$ cat src/sv/sil_pkg.sv
// ----------------------------------------------------------------------------
// Sorted insert list package
// Widths, codes and the command and status bundles shared by the controller,
// the datapath and the top level.
// ----------------------------------------------------------------------------
package sil_pkg;

   // Number of entries the list can hold.
   localparam int CAPACITY = 32;

   // A readout emits at most this many responses.
   localparam int MAX_RESULTS = 32;
   localparam int READ_LIMIT  = (CAPACITY < MAX_RESULTS) ? CAPACITY : MAX_RESULTS;

   // Internal widths that follow from the capacity.
   localparam int CNT_W = $clog2(CAPACITY + 1);
   localparam int IDX_W = $clog2(CAPACITY);

   // Fixed field widths.
   localparam int KIND_W   = 2;
   localparam int CODE_W   = 32;
   localparam int STATUS_W = 3;
   localparam int POS_W    = 5;
   localparam int COUNT_W  = 6;

   // Request kinds.
   localparam logic [KIND_W-1:0] KIND_INSERT = 2'd0;
   localparam logic [KIND_W-1:0] KIND_READ   = 2'd1;
   localparam logic [KIND_W-1:0] KIND_CLEAR  = 2'd2;

   // Response status codes.
   typedef enum logic [STATUS_W-1:0] {
      ST_INSERTED = 3'd0,
      ST_FULL     = 3'd1,
      ST_READ     = 3'd2,
      ST_EMPTY    = 3'd3,
      ST_CLEARED  = 3'd4
   } status_type;

   // Controller states.
   typedef enum logic [1:0] {
      S_IDLE,
      S_SHIFT,
      S_READ
   } state_type;

   // Commands from the controller to the datapath.
   typedef struct packed {
      logic       capture;        // latch the new code and the compare vector
      logic       shift;          // open a slot and write the code
      logic       clear;          // empty the list
      logic       idx_clr;        // restart the readout index
      logic       idx_inc;        // advance the readout index
      logic       load_rsp;       // load the response register
      logic       rsp_from_entry; // response carries the indexed entry
      status_type rsp_status;
   } cmd_type;

   // Status from the datapath to the controller.
   typedef struct packed {
      logic full;
      logic empty;
      logic read_last;
   } stat_type;

endpackage

$ cat src/sv/sorted_insert_list_unit.sv
// Insert: compare and capture on accept, then shift in S_SHIFT once the response register is
// free; no request is taken meanwhile. Read: one entry per cycle via the entry select
// while the response register is free. Full insert, empty read and clear: response valid the
// cycle after accept. A held response blocks new requests until the consumer takes it.
// Synchronous active-high reset empties the list and drops any pending response.
// ----------------------------------------------------------------------------
// Sorted insert list unit
// Bounded list of signed codes kept in ascending order, with insert, ordered
// readout and clear requests.
// ----------------------------------------------------------------------------
module sorted_insert_list_unit (
   input  logic                                clock,
   input  logic                                reset,
   input  logic                                req_valid,
   output logic                                req_stall,
   input  logic [sil_pkg::KIND_W-1:0]          req_kind,
   input  logic signed [sil_pkg::CODE_W-1:0]   req_new_code,
   output logic                                rsp_valid,
   input  logic                                rsp_stall,
   output logic [sil_pkg::STATUS_W-1:0]        rsp_status,
   output logic signed [sil_pkg::CODE_W-1:0]   rsp_entry_value,
   output logic [sil_pkg::POS_W-1:0]           rsp_entry_position,
   output logic [sil_pkg::COUNT_W-1:0]         rsp_count_now,
   output logic                                rsp_last
);

   sil_pkg::cmd_type  cmd;
   sil_pkg::stat_type stat;

   // Request sequencing.
   sil_ctrl u_ctrl (
      .clock     (clock),
      .reset     (reset),
      .req_valid (req_valid),
      .req_stall (req_stall),
      .req_kind  (req_kind),
      .rsp_valid (rsp_valid),
      .rsp_stall (rsp_stall),
      .stat      (stat),
      .cmd       (cmd)
   );

   // Entry storage and response payload.
   sil_datapath u_datapath (
      .clock              (clock),
      .reset              (reset),
      .req_new_code       (req_new_code),
      .cmd                (cmd),
      .stat               (stat),
      .rsp_status         (rsp_status),
      .rsp_entry_value    (rsp_entry_value),
      .rsp_entry_position (rsp_entry_position),
      .rsp_count_now      (rsp_count_now),
      .rsp_last           (rsp_last)
   );

endmodule

$ cat src/sv/sil_ctrl.sv
// ----------------------------------------------------------------------------
// Sorted insert list controller
// State machine that accepts requests, sequences inserts and readouts, and
// owns the response valid flag.
// ----------------------------------------------------------------------------
module sil_ctrl (
   input  logic                            clock,
   input  logic                            reset,
   input  logic                            req_valid,
   output logic                            req_stall,
   input  logic [sil_pkg::KIND_W-1:0]      req_kind,
   output logic                            rsp_valid,
   input  logic                            rsp_stall,
   input  sil_pkg::stat_type               stat,
   output sil_pkg::cmd_type                cmd
);

   sil_pkg::state_type state_ff, state_in;
   logic               rsp_valid_ff, rsp_valid_in;
   logic               out_free;

   // The response register can take a new response when empty or being drained.
   assign out_free  = !rsp_valid_ff || !rsp_stall;
   assign rsp_valid = rsp_valid_ff;

   // State and response valid registers.
   always_ff @(posedge clock) begin
      if (reset) begin
         state_ff     <= sil_pkg::S_IDLE;
         rsp_valid_ff <= 1'b0;
      end else begin
         state_ff     <= state_in;
         rsp_valid_ff <= rsp_valid_in;
      end
   end

   // Next state and commands.
   always_comb begin
      state_in  = state_ff;
      cmd       = '0;
      req_stall = 1'b1;
      case (state_ff)
         sil_pkg::S_IDLE: begin
            req_stall = !out_free;
            // A request is taken when the response register can receive its answer.
            if (req_valid && out_free) begin
               case (req_kind)
                  sil_pkg::KIND_INSERT: begin
                     if (stat.full) begin
                        cmd.load_rsp   = 1'b1;
                        cmd.rsp_status = sil_pkg::ST_FULL;
                     end else begin
                        cmd.capture = 1'b1;
                        state_in    = sil_pkg::S_SHIFT;
                     end
                  end
                  sil_pkg::KIND_READ: begin
                     if (stat.empty) begin
                        cmd.load_rsp   = 1'b1;
                        cmd.rsp_status = sil_pkg::ST_EMPTY;
                     end else begin
                        cmd.idx_clr = 1'b1;
                        state_in    = sil_pkg::S_READ;
                     end
                  end
                  sil_pkg::KIND_CLEAR: begin
                     cmd.clear      = 1'b1;
                     cmd.load_rsp   = 1'b1;
                     cmd.rsp_status = sil_pkg::ST_CLEARED;
                  end
                  default: begin
                     // A reserved kind changes nothing and gives no response.
                     state_in = sil_pkg::S_IDLE;
                  end
               endcase
            end
         end
         sil_pkg::S_SHIFT: begin
            if (out_free) begin
               cmd.shift      = 1'b1;
               cmd.load_rsp   = 1'b1;
               cmd.rsp_status = sil_pkg::ST_INSERTED;
               state_in       = sil_pkg::S_IDLE;
            end
         end
         sil_pkg::S_READ: begin
            if (out_free) begin
               cmd.load_rsp       = 1'b1;
               cmd.rsp_from_entry = 1'b1;
               cmd.rsp_status     = sil_pkg::ST_READ;
               cmd.idx_inc        = 1'b1;
               if (stat.read_last) begin
                  state_in = sil_pkg::S_IDLE;
               end
            end
         end
         default: begin
            state_in = sil_pkg::S_IDLE;
         end
      endcase
   end

   // A loaded response stays until the consumer takes it.
   always_comb begin
      if (cmd.load_rsp) begin
         rsp_valid_in = 1'b1;
      end else if (rsp_stall) begin
         rsp_valid_in = rsp_valid_ff;
      end else begin
         rsp_valid_in = 1'b0;
      end
   end

endmodule

$ cat src/sv/sil_datapath.sv
// ----------------------------------------------------------------------------
// Sorted insert list datapath
// Row of entry cells that compare in parallel and shift to open a slot, the
// entry count, the readout index and the response payload register.
// ----------------------------------------------------------------------------
module sil_datapath (
   input  logic                                clock,
   input  logic                                reset,
   input  logic signed [sil_pkg::CODE_W-1:0]   req_new_code,
   input  sil_pkg::cmd_type                    cmd,
   output sil_pkg::stat_type                   stat,
   output logic [sil_pkg::STATUS_W-1:0]        rsp_status,
   output logic signed [sil_pkg::CODE_W-1:0]   rsp_entry_value,
   output logic [sil_pkg::POS_W-1:0]           rsp_entry_position,
   output logic [sil_pkg::COUNT_W-1:0]         rsp_count_now,
   output logic                                rsp_last
);

   logic signed [sil_pkg::CODE_W-1:0] entries_ff [sil_pkg::CAPACITY];
   logic signed [sil_pkg::CODE_W-1:0] code_ff;
   logic [sil_pkg::CAPACITY-1:0]      lt_ff, lt_in;
   logic [sil_pkg::CNT_W-1:0]         count_ff, count_in;
   logic [sil_pkg::IDX_W-1:0]         idx_ff;
   logic [sil_pkg::CNT_W-1:0]         read_n;

   logic [sil_pkg::STATUS_W-1:0]      status_ff;
   logic signed [sil_pkg::CODE_W-1:0] value_ff;
   logic [sil_pkg::POS_W-1:0]         position_ff;
   logic [sil_pkg::COUNT_W-1:0]       count_now_ff;
   logic                              last_ff;

   // Each cell compares its held code with the incoming one; the result is a
   // run of ones over the held entries that are smaller.
   // The cells also shift: a cell past the slot takes its left neighbor,
   // and the cell at the slot takes the new code.
   for (genvar i = 0; i < sil_pkg::CAPACITY; i++) begin : g_cell
      assign lt_in[i] = (sil_pkg::CNT_W'(i) < count_ff) && (entries_ff[i] < req_new_code);

      if (i == 0) begin : g_head
         always_ff @(posedge clock) begin
            if (cmd.shift && !lt_ff[i]) begin
               entries_ff[i] <= code_ff;
            end
         end
      end else begin : g_body
         always_ff @(posedge clock) begin
            if (cmd.shift && !lt_ff[i]) begin
               entries_ff[i] <= lt_ff[i-1] ? code_ff : entries_ff[i-1];
            end
         end
      end
   end

   // Code and compare vector are held for the shift cycle.
   always_ff @(posedge clock) begin
      if (cmd.capture) begin
         code_ff <= req_new_code;
         lt_ff   <= lt_in;
      end
   end

   // Entry count.
   always_comb begin
      if (cmd.clear) begin
         count_in = '0;
      end else if (cmd.shift) begin
         count_in = count_ff + sil_pkg::CNT_W'(1);
      end else begin
         count_in = count_ff;
      end
   end

   always_ff @(posedge clock) begin
      if (reset) begin
         count_ff <= '0;
      end else begin
         count_ff <= count_in;
      end
   end

   // Readout index.
   always_ff @(posedge clock) begin
      if (reset) begin
         idx_ff <= '0;
      end else if (cmd.idx_clr) begin
         idx_ff <= '0;
      end else if (cmd.idx_inc) begin
         idx_ff <= idx_ff + sil_pkg::IDX_W'(1);
      end
   end

   // A readout covers the held entries, up to the response limit.
   assign read_n = (count_ff > sil_pkg::CNT_W'(sil_pkg::READ_LIMIT)) ?
                   sil_pkg::CNT_W'(sil_pkg::READ_LIMIT) : count_ff;

   assign stat.full      = (count_ff == sil_pkg::CNT_W'(sil_pkg::CAPACITY));
   assign stat.empty     = (count_ff == '0);
   assign stat.read_last = ((sil_pkg::CNT_W'(idx_ff) + sil_pkg::CNT_W'(1)) == read_n);

   // Response payload register.
   always_ff @(posedge clock) begin
      if (cmd.load_rsp) begin
         status_ff    <= cmd.rsp_status;
         count_now_ff <= sil_pkg::COUNT_W'(count_in);
         if (cmd.rsp_from_entry) begin
            value_ff    <= entries_ff[idx_ff];
            position_ff <= sil_pkg::POS_W'(idx_ff);
            last_ff     <= stat.read_last;
         end else begin
            value_ff    <= '0;
            position_ff <= '0;
            last_ff     <= 1'b1;
         end
      end
   end

   assign rsp_status         = status_ff;
   assign rsp_entry_value    = value_ff;
   assign rsp_entry_position = position_ff;
   assign rsp_count_now      = count_now_ff;
   assign rsp_last           = last_ff;

endmodule

$ cat config.mk
export PLATFORM = sky130hd
export DESIGN_NAME = sorted_insert_list_unit
export DESIGN_NICKNAME = d
export VERILOG_FILES = /design/src/sv/sil_pkg.sv /design/src/sv/sorted_insert_list_unit.sv /design/src/sv/sil_ctrl.sv /design/src/sv/sil_datapath.sv
export SDC_FILE = /design/constraint.sdc
export NUM_CORES = 2
export LEC_CHECK = 0
export ABC_CLOCK_PERIOD_IN_PS = 14100
export BUFFER_PORTS_ARGS = -buffer_cell sky130_fd_sc_hd__buf_2
export CAP_MARGIN = 20
export CORE_ASPECT_RATIO = 0.6
export CORE_UTILIZATION = 61
export CTS_BUF_LIST = sky130_fd_sc_hd__clkbuf_8
export DETAILED_ROUTE_END_ITERATION = 10
export PLACE_DENSITY_LB_ADDON = 0.25
export REMOVE_ABC_BUFFERS = 1
export SLEW_MARGIN = 15
export SYNTH_ARGS = -nofsm -noshare
export SYNTH_HDL_FRONTEND = slang
export SYNTH_SLANG_ARGS = --single-unit
$ cat constraint.sdc
create_clock -name clock -period 14.1 [get_ports clock]
set_input_delay 2.115 -clock clock [delete_from_list [all_inputs] [get_ports clock]]
set_output_delay 2.115 -clock clock [all_outputs]
set_load 0.05 [all_outputs]
# [After elaboration in Yosys (flattened, before gate mapping)]
# Memory sizes are Yosys's and may differ from the RTL's. A register that Yosys moved wholly into a read port is not among the register bits.
# Index checks and enable logic that the tools add are counted.
[word_totals] reg_bits=93 latchBits=0 mem_bits_rw=1024 romBits=0 word_cells=333 mem_count=1
[classes] n_addsub=3 n_mul=0 div_mod_pow=0 order_cmp=65 eq_ne=14 shifts=0 n_mux=133 n_bitwise=0 reduce_logical=107
[mem_list] memory="u_datapath.entries_ff" words=32 word_bits=32 rd=33 rd_ports_with_merged_regs=1 write_ports=32 line_no="sil_datapath.sv:19" text="logic signed [sil_pkg::CODE_W-1:0] entries_ff [sil_pkg::CAPACITY];"
[op_table] cell="< comparator 32 bit" n=32
[op_table] cell="two-way mux 32 bit" n=31
[op_table] cell="< comparator 5 x 6 -> 1 bit, first input constant" n=16
[op_table] cell="two-way mux 1 bit" n=82
[op_table] cell="logical AND 1 bit" n=65
[op_table] cell="< comparator 4 x 6 -> 1 bit, first input constant" n=8
[op_table] cell="zero test 1 bit" n=36
[op_table] cell="< comparator 3 x 6 -> 1 bit, first input constant" n=4
[op_table] cell="two-way mux 6 bit" n=4
[op_table] cell="two-way mux 2 bit" n=9
[op_table] cell="< comparator 1 x 6 -> 1 bit, first input constant" n=2
[op_table] cell="< comparator 2 x 6 -> 1 bit, first input constant" n=2
[op_table] cell="one-hot mux 2 bit (3 select lines)" n=2
[op_table] cell="one-hot mux 3 bit (3 select lines)" n=1
[op_table] cell="!= test 2 x 1 -> 1 bit, second input constant" n=4
[op_table] cell="AND reduction 7 bit" n=1
[op_table] cell="adder 5 x 1 -> 6 bit, second input constant" n=1
[op_table] cell="adder 6 x 1 -> 6 bit, second input constant" n=1
[op_table] cell="equality test 6 bit" n=1
[op_table] cell="equality test 6 bit, second input constant" n=1
[op_table] cell="greater-than comparator 6 bit, second input constant" n=1
[op_table] cell="zero test 6 bit" n=1
[op_table] cell="!= test 3 bit, second input constant" n=2
[op_table] cell="one-hot mux 1 bit (3 select lines)" n=2
[op_table] cell="other kinds (9)" n=13

# [Longest topological paths before layout]
[logic_depth] depth_word=7 mapped_depth=8 ltp_nobuf=8

# [Modules after synthesis]
# A second synthesis with hierarchy kept.
[unflattened] hier_cells=5708 area_unflattened_um2=77391.7
[by_module_without_submodules] module="sil_datapath" instances=1 cells_per_inst=5659 area_per_inst_um2=77036.4
[by_module_without_submodules] module="sil_ctrl" instances=1 cells_per_inst=49 area_per_inst_um2=355.3

# [Worst setup path after synthesis]
# OpenSTA, ideal clock, no wires.
[synth_path] path_kind="in2reg" startpoint="input rsp_stall" endpoint="register u_datapath.code_ff[0] (netlist name), enable pin" setup_time_ns=0.828 arrival_time_ns=12.328 t_required_ns=13.272 slack_ns=0.944 cell_stages=3 path_cell_list="nand2_1 -> nand2_1 -> a2111oi_0"
[synth_rtl] element="start, declared" line_no="sorted_insert_list_unit.sv:19" text="input logic rsp_stall,"
[synth_rtl] element="end signal, assigned" line_no="sil_datapath.sv:57" text="code_ff <= req_new_code;"
[synth_rtl] element="end, declared" line_no="sil_datapath.sv:20" text="logic signed [sil_pkg::CODE_W-1:0] code_ff;"

# [Worst setup path in the final report]
[layout_path] startpoint="input rsp_stall" endpoint="output req_stall"
[layout_between] elab_chain_cells=4
[layout_lines] element="zero test 1 bit" line_no="sil_ctrl.sv:23" text="assign out_free = !rsp_valid_ff || !rsp_stall;"
[layout_lines] element="logical OR 1 bit" line_no="sil_ctrl.sv:23"
[layout_lines] element="zero test 1 bit" line_no="sil_ctrl.sv:44" text="req_stall = !out_free;"
[layout_lines] element="two-way mux 1 bit" line_no="sil_ctrl.sv:42" text="case (state_ff)"
[layout_lines] element="end, declared" line_no="sorted_insert_list_unit.sv:15" text="output logic req_stall,"
# No other way between the ends.

==> impl_metrics.py <==
metrics = {
    "run_status": {
        "status": "finished clean",
    },
    "timing": {
        "fin_crit_ns": 5.006,
        "hold_violations": 0,
        "final.setup.worst_slack_ns": 9.094,
        "setup_tns_ns": 0,
        "fmax_mhz": 199.7,
        "final.setup_skew_ns": 0.04840,
        "slew_viol_final": 0,
        "relSlewSlack_pct": 15.71,
        "hold_ws_ns": 0.5632,
        "rsz0062_at_grt": "no",
        "worstMarginPinSlew_ns": 1.264,
        "setup_viol_count_final": 0,
        "period_share_pct": 35.51,
    },
    "floorplan": {
        "num_io_pins": 87,
        "core_area_um2": 125000,
        "die-area_um2": 128500,
        "placementRows": 100,
        "initial_core_util_pct": 62.00,
        "die_x_um": 462.2,
        "die_h_um": 278.1,
    },
    "pwr": {
        "irDropWorstVdd_mv": 0.09640,
        "finalPower_mw": 7.626,
        "p_leak_nw": 30.73,
        "power_density_nw_per_um2": 91.12,
    },
    "flow_run": {
        "drv_cap": 0,
    },
    "hold_path": {
        "hold_path_class": "register to register",
        "hold_depth": 2,
        "worstHoldStart": "u_ctrl.state_ff[1]",
        "min_to": "u_ctrl.state_ff[1]",
    },
    "global_routing": {
        "grt_max_degree": 85,
        "grt_use_total_pct": 38.37,
        "antenna_found_initial": 7,
        "grt_pass1_vias": 51910,
        "overflow": 0,
        "grt_first_pass_wirelength_um": 360000,
    },
    "cts": {
        "cts_resized": 0,
        "clock_path_buffers": 3,
        "cts_setup_buffers": 0,
        "clk_pin_slew_ns": 0.07,
        "numCtsBuffers": 179,
        "clk_latency_ns": 0.94,
        "htreeDepth": 4,
        "cts_sinks": 1149,
        "cts_tree": "done",
        "ctsHoldBuffers": 0,
        "root_buffer": "clkbuf_8",
    },
    "route": {
        "finalWirelength_um": 248100,
        "wire_per_inst_um": 32.57,
        "drc": 0,
        "first_pass_iters": 6,
        "via_per_inst": 7.236,
        "ant_nets": 0,
        "drtIter0Drc": 8495,
        "vias": 55120,
    },
    "cells_and_area": {
        "finalNonFillerCells": 7617,
        "final_common_cell": "edfxtp_1",
        "drive_gt1_share_pct": 30.32,
        "areaGrowthSynthToFinish_pct": 7.998,
        "layout_common_cells": "edfxtp_1, ha_1, mux2_2",
        "fin_nets": 6836,
    },
    "placement": {
        "dpl.hpwl_um": 179600,
        "dp.cells": 7280,
        "gp_congestion": 0.9930,
        "pre_cts_ws_ns": 8.453,
        "portBuffers": 86,
    },
    "critical_path": {
        "worstSetupEndpointType": "output port",
        "crit_required_ns": 11.98,
        "rr_endpoint": "u_datapath.rsp_entry_value[16]",
        "arrival_ns": 2.89,
        "start_kind": "input port",
        "critPathMaxFanout": 13,
        "r2r_cells": 7,
        "r2r-start": "u_datapath.idx_ff[0]",
        "worstSetupPathType": "input port to output port",
        "ff2ff_setup_slack_ns": 9.26,
    },
    "synth": {
        "synthCells": 5708,
        "ys_warn_count": 0,
        "ys_seq_elements": 1149,
        "syn_avg_cell_area_um2": 13.58,
        "ys_types": 70,
        "synth_flop_cell": "edfxtp_1",
        "syn-cell-area_um2": 77500,
        "synthArstFlopShare_pct": 0,
        "yosysSeqAreaShare_pct": 44.34,
        "synth_edf_count": 1135,
    },
}
-- Yosys cell counts (67+ instances only) --
cell type  count  area [um2]
edfxtp_1    1135       34080
ha_1         999       12500
mux2_2       995       11200
a21oi_1      362        1812
mux4_2       293        6599
clkbuf_1     265       994.7
nand2_1      240       900.9
nor2_1       190       713.2
o21ai_0      135       675.7
nand4_1      121       757.0
mux2i_1      116        1161
a21o_1        96       720.7
inv_1         67       251.5
-- critical path, cell delays in order --
cell and delay, ns:
buf_2 0.08, nand2_1 0.27, nand2_1 0.15, buf_2 0.27
-- flip-flops by register name, indices dropped and copies added, names as in the netlist --
name                           count
u_ctrl.rsp_valid                   1
u_ctrl.state_ff                    2
u_datapath.code_ff                32
u_datapath.count_ff                6
u_datapath.entries_ff           1024
u_datapath.idx_ff                  5
u_datapath.lt_ff                  32
u_datapath.rsp_count_now           6
u_datapath.rsp_entry_position      5
u_datapath.rsp_entry_value        32
u_datapath.rsp_last                1
u_datapath.rsp_status              3
-- area by class of cell --
class / instances / area (um2)
Tap cell: 1683 / 2106
Clock buffer: 186 / 2560
Fill cell: 9047 / 41300
Inverter: 68 / 255.2
Antenna cell: 3 / 7.507
Clock inverter: 127 / 593.1
Timing Repair Buffer: 238 / 1919
Multi-Input combinational cell: 4163 / 41870
Sequential cell: 1149 / 34380
-- per-layer routing --
| layer | GRT usage (%) | vias up | part of all wire [%] |
|---|---|---|---|
| met5 | 0 | - | 0.016 |
| met4 | 10.61 | 6 | 2.6 |
| met3 | 15.95 | 350 | 17 |
| met2 | 47.55 | 3852 | 38 |
| met1 | 59.90 | 27670 | 43 |
| li1 | - | 23240 | - |
-- metrics by stage --
stage / instance area (um2) / util (%)
2_1_floorplan: 76160 / -
3_3_place_gp: 79880 / 63.91
3_5_place_dp: 80150 / 64.12
4_1_cts: 83300 / 66.64
5_1_grt: 83690 / 66.96
6_report: 83690 / 66.96
-- worst max-delay path by stage --
stage	depth (start not counted)	from	slack, ns	endpoint
2_1_floorplan	3	rsp_stall	0.78	u_datapath.code_ff[0]
3_3_place_gp	10	req_new_code[15]	7.87	u_datapath.lt_ff[7]
3_5_place_dp	10	req_new_code[13]	8.45	u_datapath.lt_ff[15]
4_1_cts	7	u_datapath.idx_ff[0]	9.08	u_datapath.rsp_entry_value[16]
5_1_grt	7	u_datapath.idx_ff[0]	8.88	u_datapath.rsp_entry_value[16]
6_report	4	rsp_stall	9.09	req_stall
-- cells by family (layout without fill, tap and decap cells) --
logic type / after synthesis / count (layout) / synth area share [%]
other: 0 / 3 / 0
AO/OA/AOI/OAI: 877 / 877 / 7.109
XOR/XNOR: 14 / 14 / 0.1937
AND/OR/NAND/NOR: 868 / 868 / 5.693
buffers and inverters: 396 / 619 / 2.047
flip-flops: 1149 / 1149 / 44.34
adder cells (fa/ha/maj): 999 / 999 / 16.13
multiplexers: 1405 / 1405 / 24.49
-- report_power, final --
part	total [mW]	leakage, nW	switching (mW)	internal (mW)
sequential	3.92	10.4	0.0847	3.83
clock	2.71	1.83	1.45	1.25
combinational	1.00	18.5	0.611	0.391
total	7.63	30.7	2.15	5.48
No activity file was read; power rests on OpenSTA's default activity.
